## src/sv/lrt_pkg.sv

```systemverilog
// Package for the LRU replacement tracker: sizes, request kinds, status codes.
// No dependencies.
package lrt_pkg;

    localparam int ENTRIES  = 16;
    localparam int KEY_BITS = 64;

    localparam int KIND_W   = 2;
    localparam int SLOT_W   = 4;
    localparam int KEY_W    = 64;
    localparam int STATUS_W = 2;

    localparam int IDX_W = (ENTRIES > 1) ? $clog2(ENTRIES) : 1;
    localparam int CNT_W = $clog2(ENTRIES + 1);
    localparam int CMP_W = (SLOT_W > CNT_W) ? SLOT_W : CNT_W;

    localparam logic [KIND_W-1:0] KIND_INSERT      = 2'd0;
    localparam logic [KIND_W-1:0] KIND_ACCESS      = 2'd1;
    localparam logic [KIND_W-1:0] KIND_EVICT_LRU   = 2'd2;
    localparam logic [KIND_W-1:0] KIND_EVICT_NAMED = 2'd3;

    localparam logic [STATUS_W-1:0] STATUS_OK       = 2'd0;
    localparam logic [STATUS_W-1:0] STATUS_MISMATCH = 2'd1;
    localparam logic [STATUS_W-1:0] STATUS_EMPTY    = 2'd2;
    localparam logic [STATUS_W-1:0] STATUS_BADSLOT  = 2'd3;

    typedef struct packed {
        logic [KIND_W-1:0] kind;
        logic [SLOT_W-1:0] slot;
        logic [KEY_W-1:0]  key;
    } t_req;

    typedef struct packed {
        logic [STATUS_W-1:0] status;
        logic [SLOT_W-1:0]   out_slot;
        logic [KEY_W-1:0]    out_key;
    } t_rsp;

endpackage

```

## src/sv/lrt_req_if.sv

```systemverilog
// Request channel of the LRU tracker: valid/ready plus kind, slot and key.
// Depends on lrt_pkg.
interface lrt_req_if;
    logic                         valid;
    logic                         ready;
    logic [lrt_pkg::KIND_W-1:0]   kind;
    logic [lrt_pkg::SLOT_W-1:0]   slot;
    logic [lrt_pkg::KEY_W-1:0]    key;

    modport source (output valid, kind, slot, key, input ready);
    modport sink   (input valid, kind, slot, key, output ready);
endinterface

```

## src/sv/lrt_rsp_if.sv

```systemverilog
// Response channel of the LRU tracker: valid/ready plus status, slot and key.
// Depends on lrt_pkg.
interface lrt_rsp_if;
    logic                         valid;
    logic                         ready;
    logic [lrt_pkg::STATUS_W-1:0] status;
    logic [lrt_pkg::SLOT_W-1:0]   out_slot;
    logic [lrt_pkg::KEY_W-1:0]    out_key;

    modport source (output valid, status, out_slot, out_key, input ready);
    modport sink   (input valid, status, out_slot, out_key, output ready);
endinterface

```

## src/sv/lru_replacement_tracker_top.sv

```systemverilog
// LRU replacement tracker: one request in, one response out.
// Pipeline: request register, then response register. Throughput 1 request per cycle while
// the response is not stalled by o_rsp.ready, set by the combinational rank update.
// Reset (sync, active low) clears the valid map, ranks, occupancy count and the valid bits of
// both pipeline registers; stored keys are not reset and are read only for occupied slots.
// Depends on lrt_pkg, lrt_req_if, lrt_rsp_if.
module lru_replacement_tracker_top (
    input logic        i_clk,
    input logic        i_rst_n,
    lrt_req_if.sink    i_req,
    lrt_rsp_if.source  o_rsp
);

    localparam int ENTRIES  = lrt_pkg::ENTRIES;
    localparam int KEY_BITS = lrt_pkg::KEY_BITS;
    localparam int IDX_W    = lrt_pkg::IDX_W;
    localparam int CNT_W    = lrt_pkg::CNT_W;
    localparam int CMP_W    = lrt_pkg::CMP_W;

    logic                   r_req_valid;
    lrt_pkg::t_req          r_req;
    logic                   r_rsp_valid;
    lrt_pkg::t_rsp          r_rsp;

    logic [ENTRIES-1:0]     r_slot_valid;
    logic [IDX_W-1:0]       r_rank [ENTRIES];
    logic [KEY_BITS-1:0]    r_key  [ENTRIES];
    logic [CNT_W-1:0]       r_count;

    logic [ENTRIES-1:0]     n_slot_valid;
    logic [IDX_W-1:0]       n_rank [ENTRIES];
    logic [CNT_W-1:0]       n_count;
    lrt_pkg::t_rsp          n_rsp;

    logic                   advance;
    logic                   req_take;
    logic [KEY_BITS-1:0]    req_key;
    logic [CMP_W-1:0]       slot_ext;
    logic                   in_range;
    logic [IDX_W-1:0]       slot_idx;
    logic                   occupied;
    logic [IDX_W-1:0]       lru_rank;
    logic [IDX_W-1:0]       lru_idx;
    logic                   lru_found;
    logic [IDX_W-1:0]       tgt_idx;
    logic [IDX_W-1:0]       tgt_rank;
    logic [KEY_BITS-1:0]    tgt_key;
    logic                   do_insert;
    logic                   do_front;
    logic                   do_evict;
    logic [CMP_W-1:0]       out_slot_ext;

    assign advance  = r_req_valid && (!r_rsp_valid || o_rsp.ready);
    assign req_take = i_req.valid && i_req.ready;
    assign i_req.ready = !r_req_valid || advance;

    assign req_key  = r_req.key[KEY_BITS-1:0];
    assign slot_ext = CMP_W'(r_req.slot);
    assign in_range = slot_ext < CMP_W'(ENTRIES);
    assign slot_idx = slot_ext[IDX_W-1:0];
    assign occupied = in_range && r_slot_valid[slot_idx];

    // Least recent slot carries rank count-1; occupied ranks are gap-free.
    assign lru_rank = IDX_W'(r_count - CNT_W'(1));

    always_comb begin
        lru_idx   = '0;
        lru_found = 1'b0;
        for (int i = 0; i < ENTRIES; i++) begin
            if (!lru_found && r_slot_valid[i] && r_rank[i] == lru_rank) begin
                lru_idx   = IDX_W'(i);
                lru_found = 1'b1;
            end
        end
    end

    assign tgt_idx  = (r_req.kind == lrt_pkg::KIND_EVICT_LRU) ? lru_idx : slot_idx;
    assign tgt_rank = r_rank[tgt_idx];
    assign tgt_key  = r_key[tgt_idx];

    always_comb begin
        do_insert       = 1'b0;
        do_front        = 1'b0;
        do_evict        = 1'b0;
        n_rsp.status    = lrt_pkg::STATUS_OK;
        n_rsp.out_key   = '0;
        out_slot_ext    = slot_ext;
        unique case (r_req.kind)
            lrt_pkg::KIND_INSERT: begin
                if (!in_range || occupied) begin
                    n_rsp.status = lrt_pkg::STATUS_BADSLOT;
                end else begin
                    do_insert = 1'b1;
                end
            end
            lrt_pkg::KIND_ACCESS: begin
                if (!occupied) begin
                    n_rsp.status = lrt_pkg::STATUS_BADSLOT;
                end else if (tgt_key != req_key) begin
                    n_rsp.status = lrt_pkg::STATUS_MISMATCH;
                end else begin
                    do_front = 1'b1;
                end
            end
            lrt_pkg::KIND_EVICT_LRU: begin
                out_slot_ext = '0;
                if (r_count == '0) begin
                    n_rsp.status = lrt_pkg::STATUS_EMPTY;
                end else begin
                    do_evict      = 1'b1;
                    out_slot_ext  = CMP_W'(lru_idx);
                    n_rsp.out_key = lrt_pkg::KEY_W'(tgt_key);
                end
            end
            lrt_pkg::KIND_EVICT_NAMED: begin
                if (!occupied) begin
                    n_rsp.status = lrt_pkg::STATUS_BADSLOT;
                end else begin
                    do_evict      = 1'b1;
                    n_rsp.out_key = lrt_pkg::KEY_W'(tgt_key);
                end
            end
            default: begin
                n_rsp.status = lrt_pkg::STATUS_BADSLOT;
            end
        endcase
        n_rsp.out_slot = out_slot_ext[lrt_pkg::SLOT_W-1:0];
    end

    // Per-slot rank update; every slot compares against the target rank in parallel.
    always_comb begin
        n_slot_valid = r_slot_valid;
        n_count      = r_count;
        for (int i = 0; i < ENTRIES; i++) begin
            n_rank[i] = r_rank[i];
            if (IDX_W'(i) == tgt_idx) begin
                if (do_insert || do_front) begin
                    n_rank[i] = '0;
                end
                if (do_insert) begin
                    n_slot_valid[i] = 1'b1;
                end
                if (do_evict) begin
                    n_slot_valid[i] = 1'b0;
                    n_rank[i]       = '0;
                end
            end else if (r_slot_valid[i]) begin
                if (do_insert || (do_front && r_rank[i] < tgt_rank)) begin
                    n_rank[i] = r_rank[i] + IDX_W'(1);
                end else if (do_evict && r_rank[i] > tgt_rank) begin
                    n_rank[i] = r_rank[i] - IDX_W'(1);
                end
            end
        end
        if (do_insert) begin
            n_count = r_count + CNT_W'(1);
        end else if (do_evict) begin
            n_count = r_count - CNT_W'(1);
        end
    end

    always_ff @(posedge i_clk) begin
        if (!i_rst_n) begin
            r_req_valid  <= 1'b0;
            r_rsp_valid  <= 1'b0;
            r_slot_valid <= '0;
            r_count      <= '0;
            for (int i = 0; i < ENTRIES; i++) begin
                r_rank[i] <= '0;
            end
        end else begin
            if (req_take) begin
                r_req_valid <= 1'b1;
            end else if (advance) begin
                r_req_valid <= 1'b0;
            end
            r_rsp_valid <= advance || (r_rsp_valid && !o_rsp.ready);
            if (advance) begin
                r_slot_valid <= n_slot_valid;
                r_count      <= n_count;
                for (int i = 0; i < ENTRIES; i++) begin
                    r_rank[i] <= n_rank[i];
                end
            end
        end
    end

    always_ff @(posedge i_clk) begin
        if (req_take) begin
            r_req.kind <= i_req.kind;
            r_req.slot <= i_req.slot;
            r_req.key  <= i_req.key;
        end
        if (advance) begin
            r_rsp <= n_rsp;
        end
        if (advance && do_insert) begin
            r_key[slot_idx] <= req_key;
        end
    end

    assign o_rsp.valid    = r_rsp_valid;
    assign o_rsp.status   = r_rsp.status;
    assign o_rsp.out_slot = r_rsp.out_slot;
    assign o_rsp.out_key  = r_rsp.out_key;

endmodule

```

## src/flat_wrapper.sv

```systemverilog
// flat-port wrapper written by rule: the top's interface ports become plain ports
module lru_replacement_tracker_top_flat 
  (i_clk, i_rst_n, i_req_valid, i_req_kind, i_req_slot, i_req_key, i_req_ready, o_rsp_valid, o_rsp_status, o_rsp_out_slot, o_rsp_out_key, o_rsp_ready);
  lrt_req_if i_req_i ();
  lrt_rsp_if o_rsp_i ();
  input logic i_clk;
  input logic i_rst_n;
  input wire logic [$bits(i_req_i.valid)-1:0] i_req_valid;
  input wire logic [$bits(i_req_i.kind)-1:0] i_req_kind;
  input wire logic [$bits(i_req_i.slot)-1:0] i_req_slot;
  input wire logic [$bits(i_req_i.key)-1:0] i_req_key;
  output wire logic [$bits(i_req_i.ready)-1:0] i_req_ready;
  output wire logic [$bits(o_rsp_i.valid)-1:0] o_rsp_valid;
  output wire logic [$bits(o_rsp_i.status)-1:0] o_rsp_status;
  output wire logic [$bits(o_rsp_i.out_slot)-1:0] o_rsp_out_slot;
  output wire logic [$bits(o_rsp_i.out_key)-1:0] o_rsp_out_key;
  input wire logic [$bits(o_rsp_i.ready)-1:0] o_rsp_ready;
  assign i_req_i.valid = i_req_valid;
  assign i_req_i.kind = i_req_kind;
  assign i_req_i.slot = i_req_slot;
  assign i_req_i.key = i_req_key;
  assign i_req_ready = i_req_i.ready;
  assign o_rsp_valid = o_rsp_i.valid;
  assign o_rsp_status = o_rsp_i.status;
  assign o_rsp_out_slot = o_rsp_i.out_slot;
  assign o_rsp_out_key = o_rsp_i.out_key;
  assign o_rsp_i.ready = o_rsp_ready;
  lru_replacement_tracker_top u_core (.i_clk(i_clk), .i_rst_n(i_rst_n), .i_req(i_req_i), .o_rsp(o_rsp_i));
endmodule
```

## config.mk

```make
export PLATFORM = sky130hd
export DESIGN_NAME = lru_replacement_tracker_top_flat
export DESIGN_NICKNAME = d
export VERILOG_FILES = /design/src/sv/lrt_pkg.sv /design/src/sv/lrt_req_if.sv /design/src/sv/lrt_rsp_if.sv /design/src/sv/lru_replacement_tracker_top.sv /design/src/flat_wrapper.sv
export SDC_FILE = /design/constraint.sdc
export NUM_CORES = 2
export LEC_CHECK = 0
export BUFFER_PORTS_ARGS = -buffer_cell sky130_fd_sc_hd__buf_2
export CAP_MARGIN = 30
export CELL_PAD_IN_SITES_DETAIL_PLACEMENT = 1
export CELL_PAD_IN_SITES_GLOBAL_PLACEMENT = 1
export CORE_ASPECT_RATIO = 2
export CORE_MARGIN = 2
export CORE_UTILIZATION = 30
export DETAILED_ROUTE_END_ITERATION = 7
export HOLD_SLACK_MARGIN = 0.12
export PLACE_DENSITY_LB_ADDON = 0.25
export SETUP_SLACK_MARGIN = 0.3
export SKIP_LAST_GASP = 1
export SLEW_MARGIN = 5
export SYNTH_ARGS = -nofsm -noshare
export SYNTH_HDL_FRONTEND = slang
export SYNTH_SLANG_ARGS = --single-unit
```

## constraint.sdc

```tcl
create_clock -name i_clk -period 21 [get_ports i_clk]
set_input_delay 4.2 -clock i_clk [delete_from_list [all_inputs] [get_ports i_clk]]
set_output_delay 4.2 -clock i_clk [all_outputs]
set_load 0.05 [all_outputs]
```

# Word level (Yosys, flattened, before mapping)
# Memories as Yosys holds them, arrays and structs flattened.
# Index checks and enable logic that the tools add are counted.
[classes] add_sub_neg=34 bitwise_logic=16 eq_ne=35 mux=176 n_reduce_logical=130 magnitude_cmp=34
[op_table] op="$mux W4" n=123
[op_table] op="$mux W64" n=2
[op_table] op="$pmux W64 S2" n=1
[op_table] op="$logic_and A1 B1 Y1" n=68
[op_table] op="$add A4 B1 Y4 const B" n=16
[op_table] op="$eq A4 B4 Y1" n=16
[op_table] op="$gt A4 B4 Y1" n=16
[op_table] op="$lt A4 B4 Y1" n=16
[op_table] op="$ne A64 B64 Y1" n=1
[op_table] op="$sub A4 B1 Y4 const B" n=16
[op_table] op="$reduce_and A3 Y1" n=16
[op_table] op="$mux W1" n=35
[op_table] op="$eq A4 B4 Y1 const A" n=8
[op_table] op="$logic_or A1 B1 Y1" n=21
[op_table] op="$logic_not A1 Y1" n=19
[op_table] op="$eq A3 B4 Y1 const A" n=4
[op_table] op="$or A1 B1 Y1" n=16
[op_table] op="$mux W2" n=6
[op_table] op="$mux W3" n=4
[op_table] op="$lt A4 B5 Y1 const B" n=2
[op_table] op="$mux W5" n=2
[op_table] op="$eq A2 B4 Y1 const A" n=2
[op_table] op="$pmux W2 S4" n=1
[op_table] op="$add A5 B1 Y5 const B" n=1
[op_table] op="11 further kinds" n=13
[word_totals] mem_bits_rw=1088 n_memories=2 reg_bits=163 wordCells=452
[mem_list] memory="u_core.r_key" words=16 width=64 rd=1 rd_ports_with_merged_regs=0 write_ports=1 line_no="lru_replacement_tracker_top.sv:27" rtl="logic [KEY_BITS-1:0] r_key [ENTRIES];"
[mem_list] memory="u_core.r_rank" words=16 width=4 rd=17 rd_ports_with_merged_regs=0 write_ports=16 line_no="lru_replacement_tracker_top.sv:26" rtl="logic [IDX_W-1:0] r_rank [ENTRIES];"

# Longest topological paths before layout
# An unclocked memory read counts as a cell.
[depth] depth_word=76 mapped_depth=37 mapped_depth_nobuf=28

# Worst setup path after synthesis
# OpenSTA, ideal clock, no wires.
[synth_timing] kind="in2reg" from="input port o_rsp_ready" to="memory u_core.r_key[12][0] (enable)" arrival_time_ps=12427 path_stages=6 n_path_buf=1 t_required_ps=20350 path_slack_ps=7923 cell_sequence="nor2b_1 nand2b_1 clkbuf_1 inv_1 nand2_1 nor4_1"
[synth_between] elab_chain_cells=5
[synth_lines] item="start, declared" line_no="flat_wrapper.sv:17" rtl="input wire logic [$bits(o_rsp_i.ready)-1:0] o_rsp_ready;"
[synth_lines] item="$logic_or A1 B1 Y1" line_no="lru_replacement_tracker_top.sv:53" rtl="assign advance = r_req_valid && (!r_rsp_valid || o_rsp.ready);"
[synth_lines] item="$logic_and A1 B1 Y1" line_no="lru_replacement_tracker_top.sv:53"
[synth_lines] item="via u_core.advance" line_no="lru_replacement_tracker_top.sv:35" rtl="logic advance;"
[synth_lines] item="$logic_and A1 B1 Y1" line_no="lru_replacement_tracker_top.sv:197" rtl="if (advance && do_insert) begin"
[synth_lines] item="$mux W1" line_no="lru_replacement_tracker_top.sv:197"
[synth_lines] item="$mux W1 (implied by the code)" line_no="lru_replacement_tracker_top.sv:198" rtl="r_key[slot_idx] <= req_key;"
[synth_lines] item="end, declared" line_no="lru_replacement_tracker_top.sv:27"
# The timed path passes the listed nets, and every way through them passes these cells.

==> key figures <==
STA
  – Relative slew slack: 18.22%
  – Setup TNS: 0 ns
  – RSZ-0062 raised after global routing: false
  – Clk_skew: 0.04964 ns
  – Final-report max-slew violation count: 0
  – Worst setup margin: 9.578 ns
  – Upper clock frequency limit: a little under 0.09 GHz
  – Part of the cycle the worst path needs: 54.39%
  – Final hold vios: 0
  – # setup viols final: 0
  – Worst Tran Pin Value: between 1 and 1.5 ns
  – Period minus WS final: 11.42 ns

Power
  – Peak VDD IR: 0.07085 mV
  – PwrDens: between 90 and 100 nW/um^2
  – Final Power: around 5600 uW
  – Leakage: 0.02050 uW

Synth
  – Mapped cell area: 53830 um^2
  – FF+latch count, synth: 1251
  – Mapped Nets: 3975
  – Seq/Total Area, Yosys: 69.36%
  – Asr flop ratio synth: 0%
  – Mapped Cells: 3786
  – Synth cell types: 87
  – Mean area per synthesized cell: 14.22 um^2
  – Synth Flop Type: edfxtp_1
  – Yosys warns: 0
  – Post-synth EDFFs: 1228

Floorplan
  – Ports: 146
  – Die area: approximately 180000 um^2
  – Row count: 219
  – Die Ht: 603.1 um
  – Die Width: just over 300 um
  – Initial core utilization: 30.22%
  – Core Region: 178100 um^2

GRT
  – Gr usage total: 21.69%
  – Global route total overflow: 0
  – First-pass GRT wire length: 284.8 mm
  – Vias in the first global route: 37860
  – Largest net degree at the start of global routing: 119
  – Initial antenna violation count: 6

Job
  – Max Cap Violations: 0

Critical path
  – Worst Setup End Kind: flop
  – Critical Path Slowest Stage Cell: ha_1
  – Worst Path Arrival: 12.00 ns
  – Critical path's most frequent cell: buf_4
  – Slowest cell delay on critical path: between 0.8 and 0.9 ns
  – Startpoint types: flop
  – Kind of critical path: reg -> reg
  – Worst Reg-to-Reg Cells: 29
  – CP max FO: about 120
  – Data required, critical path: 21.58 ns

Detailed routing
  – Vias per std cell: 5.603
  – Post-route ant nets: 0
  – Drt initial violations: ~2600
  – DR WL/cell: 31.75 um
  – Detailed Routing Iterations Pass 1: 5
  – DRC Markers: 0
  – Via count: 35490
  – Final WL: approximately 200 mm

Finish
  – Fin nets: 4103
  – Area growth syn-to-layout: 14.03%
  – Fin util: 34.46%
  – Layout cells sized above 1: a little over an eighth

Clock network
  – Post-cts resize count: 0
  – # hold bufs at CTS: 0
  – Clock latency at the later pin of the worst-skew pair: between 0.7 and 0.8 ns
  – Worst-path clk slew: 0.07 ns
  – H-Tree Level Count: 3
  – Root buffer cell: clkbuf_16
  – Max clock buf depth: 3
  – CTS Sinks: 1251
  – Number of CTS-inserted buffers: approximately 110
  – CTS tree: built
  – # Post-CTS Setup Buffers: 0

Placed design
  – Placer Congestion: approximately 0.89
  – Place WS: approximately 9.6 ns
  – Post-DP HPWL: 119.9 mm
  – Buffers on Ports: 145

Min path
  – Hold path depth: 1
  – Worst min path class: reg -> reg

Outcome
  – Status: finished, final reports clean
sequential cells by signal (all words and copies together) (netlist names):
register,flops
u_core.r_req,2
u_core.r_count,5
u_core.slot_idx,4
u_core.o_rsp.out_key,64
u_core.r_slot_valid,16
u_core.o_rsp.status,2
u_core.r_rank,64
u_core.r_key,1024
u_core.req_key,64
u_core.o_rsp.valid,1
u_core.o_rsp.out_slot,4
u_core.r_req_valid,1
where the power goes:
| group | switching (uW) | internal, uW | leakage [uW] |
|---|---|---|---|
| Combinational | 398 | 186 | 0.00729 |
| Clock | 996 | 1150 | 0.00181 |
| Sequential | 65.5 | 2780 | 0.0114 |
| Total | 1460 | 4110 | 0.0205 |
layout by cell type (no fill, tap or decap), types with 82 or more instances in the layout:
cell       instances
ha_1              99
clkbuf_16        112
inv_1             87
xor2_1            93
o32ai_1          108
nor2_1           314
buf_2            145
buf_4            111
o31ai_1           82
or3_1             86
a21oi_1          275
nor3_1           190
edfxtp_1        1228
per-stage QoR:
step	hold WS, ns	instances	cell area [um^2]
floorplan	0.4855	3786	53830
global placement	0.4992	6112	57540
detailed placement	0.5040	6118	57620
CTS	0.5239	6330	61340
global route	0.5686	6333	61380
finish	0.5210	6334	61380
cell families (layout without fill, tap and decap cells):
kind of cell,after synthesis,in the layout,synth area share (%)
DFF,1251,1251,69.36
AOI/OAI and AO/OA,996,996,13.07
and+or+nand+nor,925,925,8.648
buffers and inverters,339,565,2.615
xor gates and xnor gates,154,154,3.187
adders and majority gates,115,115,2.896
muxes,6,6,0.2278
other,0,2,0
cells in the mapped netlist (all sizes together), types with 15 or more instances:
cell type,instances,area share (%)
o32ai,109,1.8
o21ai,91,0.85
dfxtp,23,0.86
xnor2,35,0.58
ha,99,2.3
o2111ai,42,0.68
a41o,36,0.67
o31ai,83,1.2
inv,88,0.61
a21o,45,0.63
and2,15,0.17
a21oi,276,2.6
clkbuf,157,1.1
xor2,93,1.5
nor4,16,0.20
fa,16,0.60
nand2,78,0.54
nor2b,21,0.24
nor2,328,2.3
buf,94,0.91
or2,21,0.24
or3,86,1.0
nand2b,56,0.65
edfxtp,1228,68
nand3,21,0.20
nor3,200,1.9
o221ai,17,0.28
nand4,35,0.42
a2111oi,28,0.46
o41ai,61,1.0
nor3b,19,0.33
o22ai,66,0.77
xnor3,25,1.0
o21a,28,0.39
final cells by class:
| class | count | area, um^2 |
|---|---|---|
| diodes | 2 | 5.005 |
| clock inverters | 83 | 849.6 |
| inverters | 88 | 332.8 |
| repair buffers | 265 | 1730 |
| flip-flops and latches | 1251 | 37340 |
| well taps | 2320 | 2903 |
| multi-input cells | 2196 | 15360 |
| fillers | 18520 | 116700 |
| clock buffers | 129 | 2867 |
metal layers:
| layer | up-vias | track usage [%] | wire length (um) |
|---|---|---|---|
| met2 | 1084 | 39.60 | 106100 |
| met5 | - | 0 | 0 |
| met1 | 18830 | 24.91 | 76080 |
| met3 | 389 | 2.582 | 8650 |
| met4 | 0 | 10.09 | 10210 |
| li1 | 15190 | - | - |
worst max-delay path: cells and delay by family (launching register included):
| kind | cells | cell delay (ns) |
|---|---|---|
| AND/OR/NAND/NOR | 8 | 3.06 |
| adder cells (fa/ha/maj) | 2 | 1.09 |
| buffers and inverters | 7 | 2.64 |
| flip-flops | 1 | 0.37 |
| XOR/XNOR | 4 | 1.17 |
| AO/OA/AOI/OAI | 8 | 2.55 |
path summary, 6_finish.rpt:
kind | startpoint | end | slack (ns)
setup / recovery | u_core.r_count[1] | u_core.r_rank[2][3] | 9.58
setup reg to reg | u_core.r_count[1] | u_core.r_rank[2][3] | 9.58
hold reg to reg | u_core.r_req_valid | u_core.o_rsp.valid | 0.52
hold / removal | u_core.r_req_valid | u_core.o_rsp.valid | 0.52
Power figures use the tool's default switching activity.
